**config.mk**
```make
export PLATFORM = sky130hd
export DESIGN_NAME = pfr_seq
export DESIGN_NICKNAME = d
export VERILOG_FILES = /design/src/hdl/pfr_pkg.sv /design/src/hdl/pfr_seq.sv
export SDC_FILE = /design/constraint.sdc
export NUM_CORES = 1
export LEC_CHECK = 0
export ABC_CLOCK_PERIOD_IN_PS = 2700
export BUFFER_PORTS_ARGS = -buffer_cell sky130_fd_sc_hd__buf_2
export CELL_PAD_IN_SITES_DETAIL_PLACEMENT = 0
export CELL_PAD_IN_SITES_GLOBAL_PLACEMENT = 1
export CORE_MARGIN = 2
export CORE_UTILIZATION = 30
export CTS_CLUSTER_SIZE = 10
export DETAILED_ROUTE_END_ITERATION = 10
export PLACE_DENSITY = 0.61
export SLEW_MARGIN = 20
export SYNTH_ARGS = -nofsm -noshare
export SYNTH_HDL_FRONTEND = slang
export SYNTH_SLANG_ARGS = --single-unit
```
**constraint.sdc**
```tcl
create_clock -name clk -period 2.7 [get_ports clk]
set_input_delay 0.54 -clock clk [delete_from_list [all_inputs] [get_ports clk]]
set_output_delay 0.54 -clock clk [all_outputs]
set_load 0.005 [all_outputs]
```
**src/hdl/pfr_pkg.sv**
```systemverilog
// ----------------------------------------------------------------------------
// pfr_pkg
// Shared types and constants for the page frame store and refresh sequencer.
// ----------------------------------------------------------------------------
package pfr_pkg;

	typedef enum logic [1:0] {
		REQ_PIXEL   = 2'd0,
		REQ_CLEAR   = 2'd1,
		REQ_REFRESH = 2'd2,
		REQ_TICK    = 2'd3
	} req_t;

	typedef enum logic {
		SWP_IDLE = 1'b0,
		SWP_FILL = 1'b1
	} sweep_state_t;

	localparam logic [7:0] CMD_PAGE_BASE = 8'hB0;
	localparam logic [7:0] CMD_COL_LO    = 8'h00;
	localparam logic [7:0] CMD_COL_HI    = 8'h10;
	localparam int         CMD_STEPS     = 3;

	typedef struct packed {
		logic       is_data;
		logic       page_last;
		logic       frame_last;
		logic [7:0] cmd_byte;
	} tick_info_t;

endpackage

```
**src/hdl/pfr_seq.sv**
```systemverilog
// ----------------------------------------------------------------------------
// pfr_seq
// Refresh sequencer: page and step counters, command bytes, read address.
// ----------------------------------------------------------------------------
module pfr_seq #(
	parameter int COLUMNS = 128,
	parameter int PAGES   = 8,
	parameter int AW      = 10
) (
	input  logic                clk,
	input  logic                arst_n,
	input  logic                start,
	input  logic                tick,
	output logic                active,
	output pfr_pkg::tick_info_t info,
	output logic [AW-1:0]       rd_addr
);
	import pfr_pkg::*;

	localparam int PGW = (PAGES > 1) ? $clog2(PAGES) : 1;
	localparam int CW  = $clog2(COLUMNS);
	localparam int SW  = $clog2(COLUMNS + CMD_STEPS);

	logic           active_q;
	logic [PGW-1:0] page_q;
	logic [SW-1:0]  step_q;
	logic [SW-1:0]  step_off;
	logic [CW-1:0]  col;
	logic           is_cmd;

	assign is_cmd   = (step_q < SW'(CMD_STEPS));
	assign step_off = step_q - SW'(CMD_STEPS);
	assign col      = step_off[CW-1:0];
	assign rd_addr  = AW'(page_q) * AW'(COLUMNS) + AW'(col);
	assign active   = active_q;

	always_comb begin
		info.is_data    = !is_cmd;
		info.page_last  = !is_cmd && (col == CW'(COLUMNS - 1));
		info.frame_last = info.page_last && (page_q == PGW'(PAGES - 1));
		priority if (step_q == SW'(0)) begin
			info.cmd_byte = CMD_PAGE_BASE | 8'(page_q);
		end else if (step_q == SW'(1)) begin
			info.cmd_byte = CMD_COL_LO;
		end else begin
			info.cmd_byte = CMD_COL_HI;
		end
	end

	always_ff @(posedge clk or negedge arst_n) begin
		if (!arst_n) begin
			active_q <= 1'b0;
			page_q   <= '0;
			step_q   <= '0;
		end else if (start) begin
			active_q <= 1'b1;
			page_q   <= '0;
			step_q   <= '0;
		end else if (tick && active_q) begin
			if (info.page_last) begin
				step_q <= '0;
				if (info.frame_last) begin
					page_q   <= '0;
					active_q <= 1'b0;
				end else begin
					page_q <= page_q + PGW'(1);
				end
			end else begin
				step_q <= step_q + SW'(1);
			end
		end
	end

`ifndef SYNTHESIS
	a_frame_ends: assert property (@(posedge clk) disable iff (!arst_n)
		(tick && !start && active_q && info.frame_last) |=> !active_q)
		else $error("sweep still armed after last byte");
	a_page_wrap: assert property (@(posedge clk) disable iff (!arst_n)
		(tick && !start && active_q && info.page_last) |=> step_q == '0)
		else $error("step not reset at page end");
	a_idle_zero: assert property (@(posedge clk) disable iff (!arst_n)
		!active_q |-> (step_q == '0 && page_q == '0))
		else $error("counters not parked while idle");
`endif

endmodule

```
Word level (Yosys, flattened, before mapping)
Cells that the tools add are included.
{ "word_totals": {"wordCells": 34, "input_bits": 4, "output_inout_bits": 22, "register_bits": 12} }
{ "op_classes": {"reduce_logical": 10, "order_cmp": 1, "mux": 13, "addsub": 4, "eq_ne": 3} }
{ "op_table": {"columns": ["operator", "count"], "rows": [
  ["$mux W8", 4],
  ["$mux W3", 4],
  ["$add A10 B7 Y10", 1],
  ["$add A8 B1 Y8 const B", 1],
  ["$eq A8 B1 Y1 const B", 1],
  ["$logic_not A8 Y1", 1],
  ["$lt A8 B2 Y1 const B", 1],
  ["$eq A7 B7 Y1 const B", 1],
  ["$sub A7 B2 Y7 const B", 1],
  ["$reduce_bool A2 Y1", 3],
  ["$mux W5", 1],
  ["$mux W1", 4],
  ["$add A3 B1 Y3 const B", 1],
  ["$eq A3 B3 Y1 const B", 1],
  ["$logic_and A1 B1 Y1", 3],
  ["$reduce_and A3 Y1", 1],
  ["$reduce_and A2 Y1", 1],
  ["$logic_not A1 Y1", 1]
]} }

Longest topological paths before layout
Gate-level depths: netlist of the first run.
{ "depth": {"depth_word": 8, "ltp_mapped": 7, "depth_no_buf": 6} }

Least setup slack after synthesis of the first run
Ideal clock, no wire load.
{ "synth_path": {"path_type": "reg-to-output", "startpoint": "reg step_q[0]", "endpoint": "out info[8] (netlist bit)", "arrival_ns": 1.897, "stages_incl_launch_ff": 7, "required_time_ns": 2.160, "slack_ns": 0.263, "path_cell_list": "dfrtp_1 > ha_1 > or4bb_1 > a21boi_1 > o211ai_1 > nor2_2 > and2_1"} }
{ "synth_lines": {"columns": ["item", "line", "text"], "rows": [
  ["start, declared", "pfr_seq.sv:26", "logic [SW-1:0] step_q;"],
  ["start signal, assigned", "pfr_seq.sv:69", "step_q <= step_q + SW'(1);"],
  ["end, declared", "pfr_seq.sv:15", "output pfr_pkg::tick_info_t info,"]
]} }

==> flow_summary.toml, run 1 <==
[placed_design]
io_buffers = 23
hpwl_mm = 1.80
dp_slack_ns = 0.179
dpl.cell_count = 170
globalplace.congestion = 0.725

[timing]
rsz0062_at_grt = "yes"
worst_slack_ns = 0.0559
slew_viol_final = 0
hold_viol = 0
period_share_pct = 97.9
slew_headroom_pct = 66.5
finalCriticalPeriod_ns = 2.64
max_freq_mhz = 378
tightest_slew_ns = 0.498
finalClockSkew_ns = 0.00395
setup_violations = 0

[worst_setup_path]
arrival_ns = 2.10
crit_fanout = 6
endpoint_kind = "output pin"
startpoint_type = "register"
critPathKind = "register to output pin"
critPathRequiredTime_ns = 2.16

[detailed_routing]
ant_nets = 0
first_pass_iters = 4
drt-total-wl_mm = 2.31
wl_per_cell_um = 13.0
drt_iter0_markers = 41
vias = 861
drcViolationCount = 0
via_per_inst = 4.86

[floorplan]
die_y_um = 60.8
die-area_sq_mm = 0.00369
io-pin-count = 26
core_region_area_sq_mm = 0.00305
rows = 20
die_x_um = 60.8
start_util_pct = 31.7

[synthesis]
synth_flop_cell = "dfrtp_1"
synthTopCellsByCount = "dfrtp_1 (12), xor2_1 (9), ha_1 (6), nand2_1 (6)"
synth_edf_count = 0
ys_async_sr_fraction_pct = 100
synth_top_cells_by_area = "dfrtp_1 (31%), xor2_1 (8.2%), ha_1 (7.8%)"
yosysMostFrequentCell = "dfrtp_1"
synth_area_sq_um = 967
avgSynthCellArea_sq_um = 9.21
synth_seq_area_share_pct = 31.0
synth_cell_types = 42
synthCells = 105
synth_top_area_share_pct = 31.0
synth_top_area_cell = "dfrtp_1"
yosysWarnings = 0
yosys_register_bits = 12

[global_route]
grt_pass1_vias = 851
grt_overflow = 0
grt_usage_pct = 14.7
grt_first_pass_wirelength_mm = 4.04
grt_max_degree = 15
antenna_found_initial = 0

[power]
peakVddDrop_mv = 0.129
power_density_mw_per_mm2 = 332
totalPowerFinal_uw = 400
p_leak_nw = 0.551

[cells_and_area]
fillers = 339
area_growth_pct = 24.4
fin_nets = 144
fin_cells = 177
regArea_sq_um = 303
multiInputGateArea_sq_um = 601
diodes = 0
drive_above_1_share_pct = 36.1

[clocking]
cts.sinks = 12
insertion_delay_ns = 0.28
clockBufferDepth = 2
cts_root_buffer = "clkbuf_4"
numCtsBuffers = 3
cts_tree = "done"
clk_pin_slew_worst_paths_ns = 0.08
ctsHoldBuffers = 0
h-tree-depth = 1

[flow_run]
cap_violations = 0

[hold_path]
hp-class = "input pin to async pin"

[run_status]
status = "completed"
==> critical path: stages (launching register included) <==
cell      delay [ns]
dfrtp_1         0.39
ha_2            0.22
or4bb_1         0.49
a21boi_2        0.19
o211ai_1        0.14
nor2_2          0.13
and2_1          0.15
buf_2           0.11
==> final cells by class <==
type / instances / area share [%]
well taps: 44 / 4.57
inverters: 3 / 0.936
multi-input cells: 80 / 49.9
flip-flops and latches: 12 / 25.2
clock buffers: 4 / 3.01
repair buffers: 34 / 16.4
==> state kept, by name (all words and copies together), names as in the netlist <==
signal / cells
step_q: 8
page_q: 3
active: 1
==> logic make-up after synthesis <==
| logic type | synth area share (%) |
|---|---|
| adders and majority gates | 7.76 |
| and+or+nand+nor | 22.4 |
| other | 0.388 |
| xor gates and xnor gates | 9.06 |
| buffers and inverters | 7.89 |
| DFF | 31.0 |
| AOI/OAI and AO/OA | 21.5 |
==> final timing paths <==
kind	start	to	slack, ns	cells past startpoint
max in group asynchronous	arst_n	step_q[3]$_DFFE_PN0P_	2.32	1
min reg2reg	active$_DFFE_PN0P_	active$_DFFE_PN0P_	0.56	2
max reg2reg	step_q[0]$_DFFE_PN0P_	page_q[0]$_DFFE_PN0P_	0.48	7
min in group clk	tick	active$_DFFE_PN0P_	0.49	2
max	step_q[0]$_DFFE_PN0P_	info[8]	0.06	7
min	arst_n	page_q[0]$_DFFE_PN0P_	0.13	1
==> power breakdown <==
group,total [mW],switching (mW),leakage (nW),internal (mW)
Clock,0.144,0.0621,0.0210,0.0820
Sequential,0.184,0.00198,0.158,0.182
Combinational,0.0715,0.0415,0.372,0.0300
Total,0.400,0.106,0.551,0.294
==> placed cells by master (no fill, tap or decap), types with 2 or more instances in the layout <==
| cell | n |
|---|---|
| nor3_1 | 2 |
| nand4_1 | 2 |
| and3_1 | 3 |
| nand2_1 | 6 |
| and2_1 | 5 |
| a211oi_1 | 5 |
| ha_1 | 5 |
| buf_2 | 23 |
| xor2_1 | 9 |
| dfrtp_1 | 10 |
| dfrtp_2 | 2 |
| conb_1 | 2 |
| nand4b_1 | 2 |
| o211ai_1 | 2 |
| nand3_1 | 3 |
| clkbuf_4 | 3 |
| nor2_1 | 4 |
| inv_1 | 3 |
| o21ai_0 | 4 |
| a21oi_1 | 3 |
| buf_4 | 11 |
==> through the flow <==
stage / utilization (%) / TNS (ns) / hold slack, ns / cell area (sq um)
floorplan: - / 0 / 0.244 / 971
global placement: 37.2 / 0 / 0.444 / 1140
detailed placement: 37.2 / 0 / 0.447 / 1140
CTS: 38.9 / 0 / 0.143 / 1190
global route: 39.4 / -0.0365 / 0.145 / 1200
finish: 39.4 / 0 / 0.134 / 1200
==> routing by layer <==
| metal | track usage (%) | routed length (um) |
|---|---|---|
| met2 | 22.9 | 1060 |
| met4 | 6.52 | 42 |
| met3 | 2.13 | 136 |
| met5 | 0 | 0 |
| met1 | 20.2 | 1070 |
==> repair_timing <==
item | in CTS | in global routing
endpoints found under the setup margin | 2 | 1
gates resized for setup | 2 | 3
setup buffers | 1 | 2
pin swaps | 1 | 1
(Power assumes the default switching activity.)
==> inputs of run 2 (changes only) <==
--- a/config.mk
+++ b/config.mk
@@ -5,15 +5,14 @@
 export SDC_FILE = /design/constraint.sdc
 export NUM_CORES = 1
 export LEC_CHECK = 0
+export ABC_AREA = 1
 export ABC_CLOCK_PERIOD_IN_PS = 2700
 export BUFFER_PORTS_ARGS = -buffer_cell sky130_fd_sc_hd__buf_2
-export CELL_PAD_IN_SITES_DETAIL_PLACEMENT = 0
-export CELL_PAD_IN_SITES_GLOBAL_PLACEMENT = 1
 export CORE_MARGIN = 2
 export CORE_UTILIZATION = 30
 export CTS_CLUSTER_SIZE = 10
 export DETAILED_ROUTE_END_ITERATION = 10
-export PLACE_DENSITY = 0.61
+export PLACE_DENSITY = 0.49
 export SLEW_MARGIN = 20
 export SYNTH_ARGS = -nofsm -noshare
 export SYNTH_HDL_FRONTEND = slang
==> flow_summary.toml, run 2 <==
[synthesis]
synthMuxAreaShare_pct = 0
synth-simple-area-share_pct = 39.0
yosysMostFrequentCell = "nand2_1"
synth_edf_count = 0
synth_seq_area_share_pct = 32.2
synth_cell_types = 22
synth_top_area_cell = "dfrtp_1"
synth_fa_ha_area_share_pct = 8.04
ys_async_sr_fraction_pct = 100
synthCells = 135
synth_top_cells_by_area = "dfrtp_1 (32%), nand2_1 (12%), ha_1 (8.0%)"
synth_top_area_share_pct = 32.2
yosys_register_bits = 12
synth_area_sq_um = 933
synthTopCellsByCount = "nand2_1 (30), inv_1 (19), nor2_1 (19), nand3_1 (14), dfrtp_1 (12)"
yosysWarnings = 0
synth_compound_area_share_pct = 6.30
synth_flop_cell = "dfrtp_1"
synth_xor_area_share_pct = 2.82
synth_top_family_by_area = "simple AND/OR/NAND/NOR gates"
avgSynthCellArea_sq_um = 6.91

[cells_and_area]
multiInputGateArea_sq_um = 532
fin_cells = 193
fillers = 331
fin_nets = 171
top_register = "step_q"
drive_above_1_share_pct = 24.4
area_growth_pct = 18.6
final_common_cell = "nand2_1"
diodes = 0
layout_common_cells = "nand2_1 (30), buf_2 (23), nor2_1 (19), inv_1 (19), nand3_1 (14)"
regArea_sq_um = 300
post-route-util_pct = 36.9
largest_reg_flops = 8

[detailed_routing]
wl_per_cell_um = 11.1
ant_nets = 0
drt-total-wl_mm = 2.14
drcViolationCount = 0
via_per_inst = 4.61
first_pass_iters = 5
vias = 889
drt_iter0_markers = 37

[clocking]
clockBufferDepth = 2
h-tree-depth = 1
postCtsSetupRepairBufs = 0
cts_resized = 0
cts_tree = "done"
cts.sinks = 12
insertion_delay_ns = 0.27
ctsHoldBuffers = 0
cts_root_buffer = "clkbuf_4"
clk_pin_slew_worst_paths_ns = 0.08
numCtsBuffers = 3

[global_route]
grt_pass1_vias = 844
grt_first_pass_wirelength_mm = 3.77
grt_usage_pct = 14.1
antenna_found_initial = 0
grt_max_degree = 13
grt_overflow = 0

[timing]
hold_viol = 0
period_share_pct = 91.1
max_freq_mhz = 407
finalClockSkew_ns = 0.00333
worst_slack_ns = 0.240
rsz0062_at_grt = "no"
slew_viol_final = 0
fin_hold_ws_ns = 0.141
tns_ns = 0
finalCriticalPeriod_ns = 2.46
setup_violations = 0

[worst_setup_path]
crit_fanout = 7
endpoint_kind = "output pin"
r2r-start = "step_q[0]$_DFFE_PN0P_"
arrival_ns = 1.92
r2r_setup_slack_ns = 0.91
critPathRequiredTime_ns = 2.16
reg2reg_depth = 9
r2r_end = "active$_DFFE_PN0P_"
crit_start = "step_q[0]$_DFFE_PN0P_"
critPathKind = "register to output pin"
startpoint_type = "register"

[floorplan]
die_y_um = 59.8
rows = 20
die-area_sq_mm = 0.00357
core_region_area_sq_mm = 0.00300
start_util_pct = 31.1
die_x_um = 59.8
io-pin-count = 26

[placed_design]
globalplace.congestion = 0.724
hpwl_mm = 1.76
io_buffers = 23
dp_slack_ns = 0.520
dpl.cell_count = 189

[hold_path]
hp-class = "input pin to async pin"

[flow_run]
cap_violations = 0

[power]
p_leak_nw = 0.615
power_density_mw_per_mm2 = 407
peakVddDrop_mv = 0.232

[run_status]
status = "completed"
-- run 2: cell types whose count changed in the layout (fill, tap and decap cells not counted), moves of 4 or more --
cell / change
nand2_1: +24
inv_1: +16
nor2_1: +15
buf_4: -11
nand3_1: +11
xor2_1: -6
a211oi_1: -5
and2_1: -5
nand2_2: +4
nand4_1: +4
-- run 2: layer usage --
metal | GRT usage [%] | up-vias | wire (um)
li1 | - | 472 | -
met1 | 18.3 | 392 | 1030
met2 | 22.5 | 21 | 1000
met3 | 2.60 | 4 | 82
met4 | 6.67 | 0 | 25
met5 | 0 | - | 0
-- run 2: per-stage QoR --
step,power (mW),instance area [sq um]
after floorplan,0.274,937
after global placement,0.316,1070
after detailed placement,0.317,1070
after CTS,0.464,1110
after global routing,0.493,1110
final,0.451,1110
-- run 2: cells by family after synthesis --
group / after synthesis
AND/OR/NAND/NOR: 78
buffers and inverters: 25
flip-flops: 12
AO/OA/AOI/OAI: 10
adder cells (fa/ha/maj): 6
XOR/XNOR: 3
other: 1
-- run 2: layout make-up --
type | instances | area share, %
well taps | 33 | 3.73
clock buffers | 4 | 3.28
multi-input cells | 99 | 48.0
flip-flops and latches | 12 | 27.1
inverters | 22 | 7.46
repair buffers | 23 | 10.4
-- run 2: critical path, cell delays in order (launching register included) --
cell and delay, ns:
dfrtp_1 0.42, ha_1 0.26, inv_2 0.15, nand3_1 0.09, nand2_1 0.13, inv_1 0.05, nor2_1 0.16, nand3_1 0.19
inv_1 0.09, buf_2 0.11
-- run 2: power breakdown --
| group | total (mW) | switching (mW) | internal (mW) |
|---|---|---|---|
| registers | 0.201 | 0.0117 | 0.189 |
| clock network | 0.140 | 0.0586 | 0.0819 |
| logic | 0.109 | 0.0647 | 0.0447 |
| total | 0.451 | 0.135 | 0.316 |
-- run 2: worst max-delay path by stage --
stage | endpoint | depth (start not counted)
after floorplan | info[8] | 8
after global placement | info[8] | 9
after detailed placement | info[8] | 9
after CTS | info[8] | 9
after global routing | info[8] | 9
final | info[8] | 9
==> inputs of run 3 (changes only) <==
--- a/config.mk
+++ b/config.mk
@@ -5,7 +5,6 @@
 export SDC_FILE = /design/constraint.sdc
 export NUM_CORES = 1
 export LEC_CHECK = 0
-export ABC_AREA = 1
 export ABC_CLOCK_PERIOD_IN_PS = 2700
 export BUFFER_PORTS_ARGS = -buffer_cell sky130_fd_sc_hd__buf_2
 export CORE_MARGIN = 2
==> flow_summary.toml, run 3 (synthesis results as in run 1) <==
[run_status]
status = "completed"

[clocking]
h-tree-depth = 1
insertion_delay_ns = 0.28
clockBufferDepth = 2
ctsHoldBuffers = 0
numCtsBuffers = 3
cts_tree = "done"
clk_pin_slew_worst_paths_ns = 0.08
cts.sinks = 12
cts_root_buffer = "clkbuf_4"

[worst_setup_path]
r2r-start = "step_q[0]$_DFFE_PN0P_"
r2r_setup_slack_ns = 0.43
crit_fanout = 4
reg2reg_depth = 8
crit_path_max_incr_delay_ns = 0.49
critPathSlowestCell = "or4bb_1"
cp_top_family = "simple AND/OR/NAND/NOR gates"
critPathRequiredTime_ns = 2.16
critPathKind = "register to output pin"
endpoint_kind = "output pin"
arrival_ns = 2.06
cp.buffers_inverters = 1
crit_path_cell_trace = "ha_2, or4bb_1, a21boi_2, o211ai_1, nor2_2, and2_1, buf_2"
r2r_end = "page_q[0]$_DFFE_PN0P_"
startpoint_type = "register"

[timing]
hold_viol = 0
worst_slack_ns = 0.104
finalClockSkew_ns = 0.00233
finalCriticalPeriod_ns = 2.60
slew_viol_final = 0
max_freq_mhz = 385
setup_violations = 0
fin_hold_ws_ns = 0.127
period_share_pct = 96.1
rsz0062_at_grt = "yes"

[floorplan]
io-pin-count = 26
start_util_pct = 31.7
die-area_sq_mm = 0.00369
rows = 20
die_x_um = 60.8
core_region_area_sq_mm = 0.00305
die_y_um = 60.8

[cells_and_area]
drive_above_1_share_pct = 40.3
layout_common_cells = "buf_2 (23), buf_4 (17), xor2_1 (9), dfrtp_1 (9), nand2_1 (6)"
fin_nets = 150
post-route-util_pct = 41.5
top_register = "step_q"
diodes = 0
final_common_cell = "buf_2"
largest_reg_flops = 8
area_growth_pct = 31.0

[global_route]
grt_pass1_vias = 837
grt_overflow = 0
grt_max_degree = 15
grt_first_pass_wirelength_mm = 3.96
grt_usage_pct = 14.7
antenna_found_initial = 0

[power]
power_density_mw_per_mm2 = 321
peakVddDrop_mv = 0.157
p_leak_nw = 0.578

[detailed_routing]
drt-total-wl_mm = 2.53
drcViolationCount = 0
wl_per_cell_um = 13.8
first_pass_iters = 4
via_per_inst = 4.95
ant_nets = 0
drt_iter0_markers = 7
vias = 906

[flow_run]
cap_violations = 0

[placed_design]
dp_slack_ns = 0.315
io_buffers = 23
hpwl_mm = 1.81
globalplace.congestion = 0.799

[hold_path]
hp-class = "input pin to async pin"
-- run 3: cell types whose count changed in the layout (fill, tap and decap cells not counted), moves of 4 or more --
cell / delta
a211oi_1: +5
buf_4: +17
nand4_1: -4
o21ai_1: -4
nand3_1: -11
and2_1: +5
nand2_2: -4
nor2_1: -15
inv_1: -16
xor2_1: +6
nand2_1: -24
-- run 3: cell type report --
cell class,count,area (sq um)
multi-input combinational,80,618
inverter,3,11.3
fill,338,1790
tap,44,55.1
sequential,12,304
clock buffer,4,36.3
timing repair buffer,40,243
-- run 3: repair_timing --
| action | 4_1_cts | 5_1_grt |
|---|---|---|
| endpoints found under the hold margin | 0 | 0 |
| gates cloned | 0 | 0 |
| gates resized for setup | 0 | 7 |
| pin swaps | 0 | 5 |
| endpoints found under the setup margin | 1 | 2 |
| buffers inserted | 1 | 7 |
-- run 3: metrics by stage --
step                total power [mW]  instances  setup TNS (ns)  area [sq um]
detailed placement             0.257        171               0          1140
global route                   0.430        183         -0.0270          1270
global placement               0.257        171               0          1140
CTS                            0.412        176               0          1190
floorplan                      0.230        106               0           971
finish                         0.407        183               0          1270
-- run 3: how the worst max path moves through the flow --
stage                   end                   from  slack (ns)  cells after the start
global placement    info[8]  step_q[1]$_DFFE_PN0P_        0.37                      7
floorplan           info[8]  step_q[0]$_DFFE_PN0P_        0.26                      6
detailed placement  info[8]  step_q[1]$_DFFE_PN0P_        0.31                      7
finish              info[8]  step_q[0]$_DFFE_PN0P_        0.10                      7
global route        info[8]  step_q[0]$_DFFE_PN0P_       -0.03                      7
CTS                 info[8]  step_q[3]$_DFFE_PN0P_        0.04                      6
-- run 3: where the power goes --
part | leakage (nW) | switching, mW | internal, mW
Sequential | 0.156 | 0.00208 | 0.182
Combinational | 0.401 | 0.0419 | 0.0301
Clock | 0.0210 | 0.0689 | 0.0821
Total | 0.578 | 0.113 | 0.294
-- run 3: routing by layer --
metal  global-route usage [%]  wire length, um  vias up
met4                     8.70               83        0
met5                        0                0        -
li1                         -                -      447
met2                     22.1             1170       20
met3                     2.56               80        6
met1                     19.6             1200      433
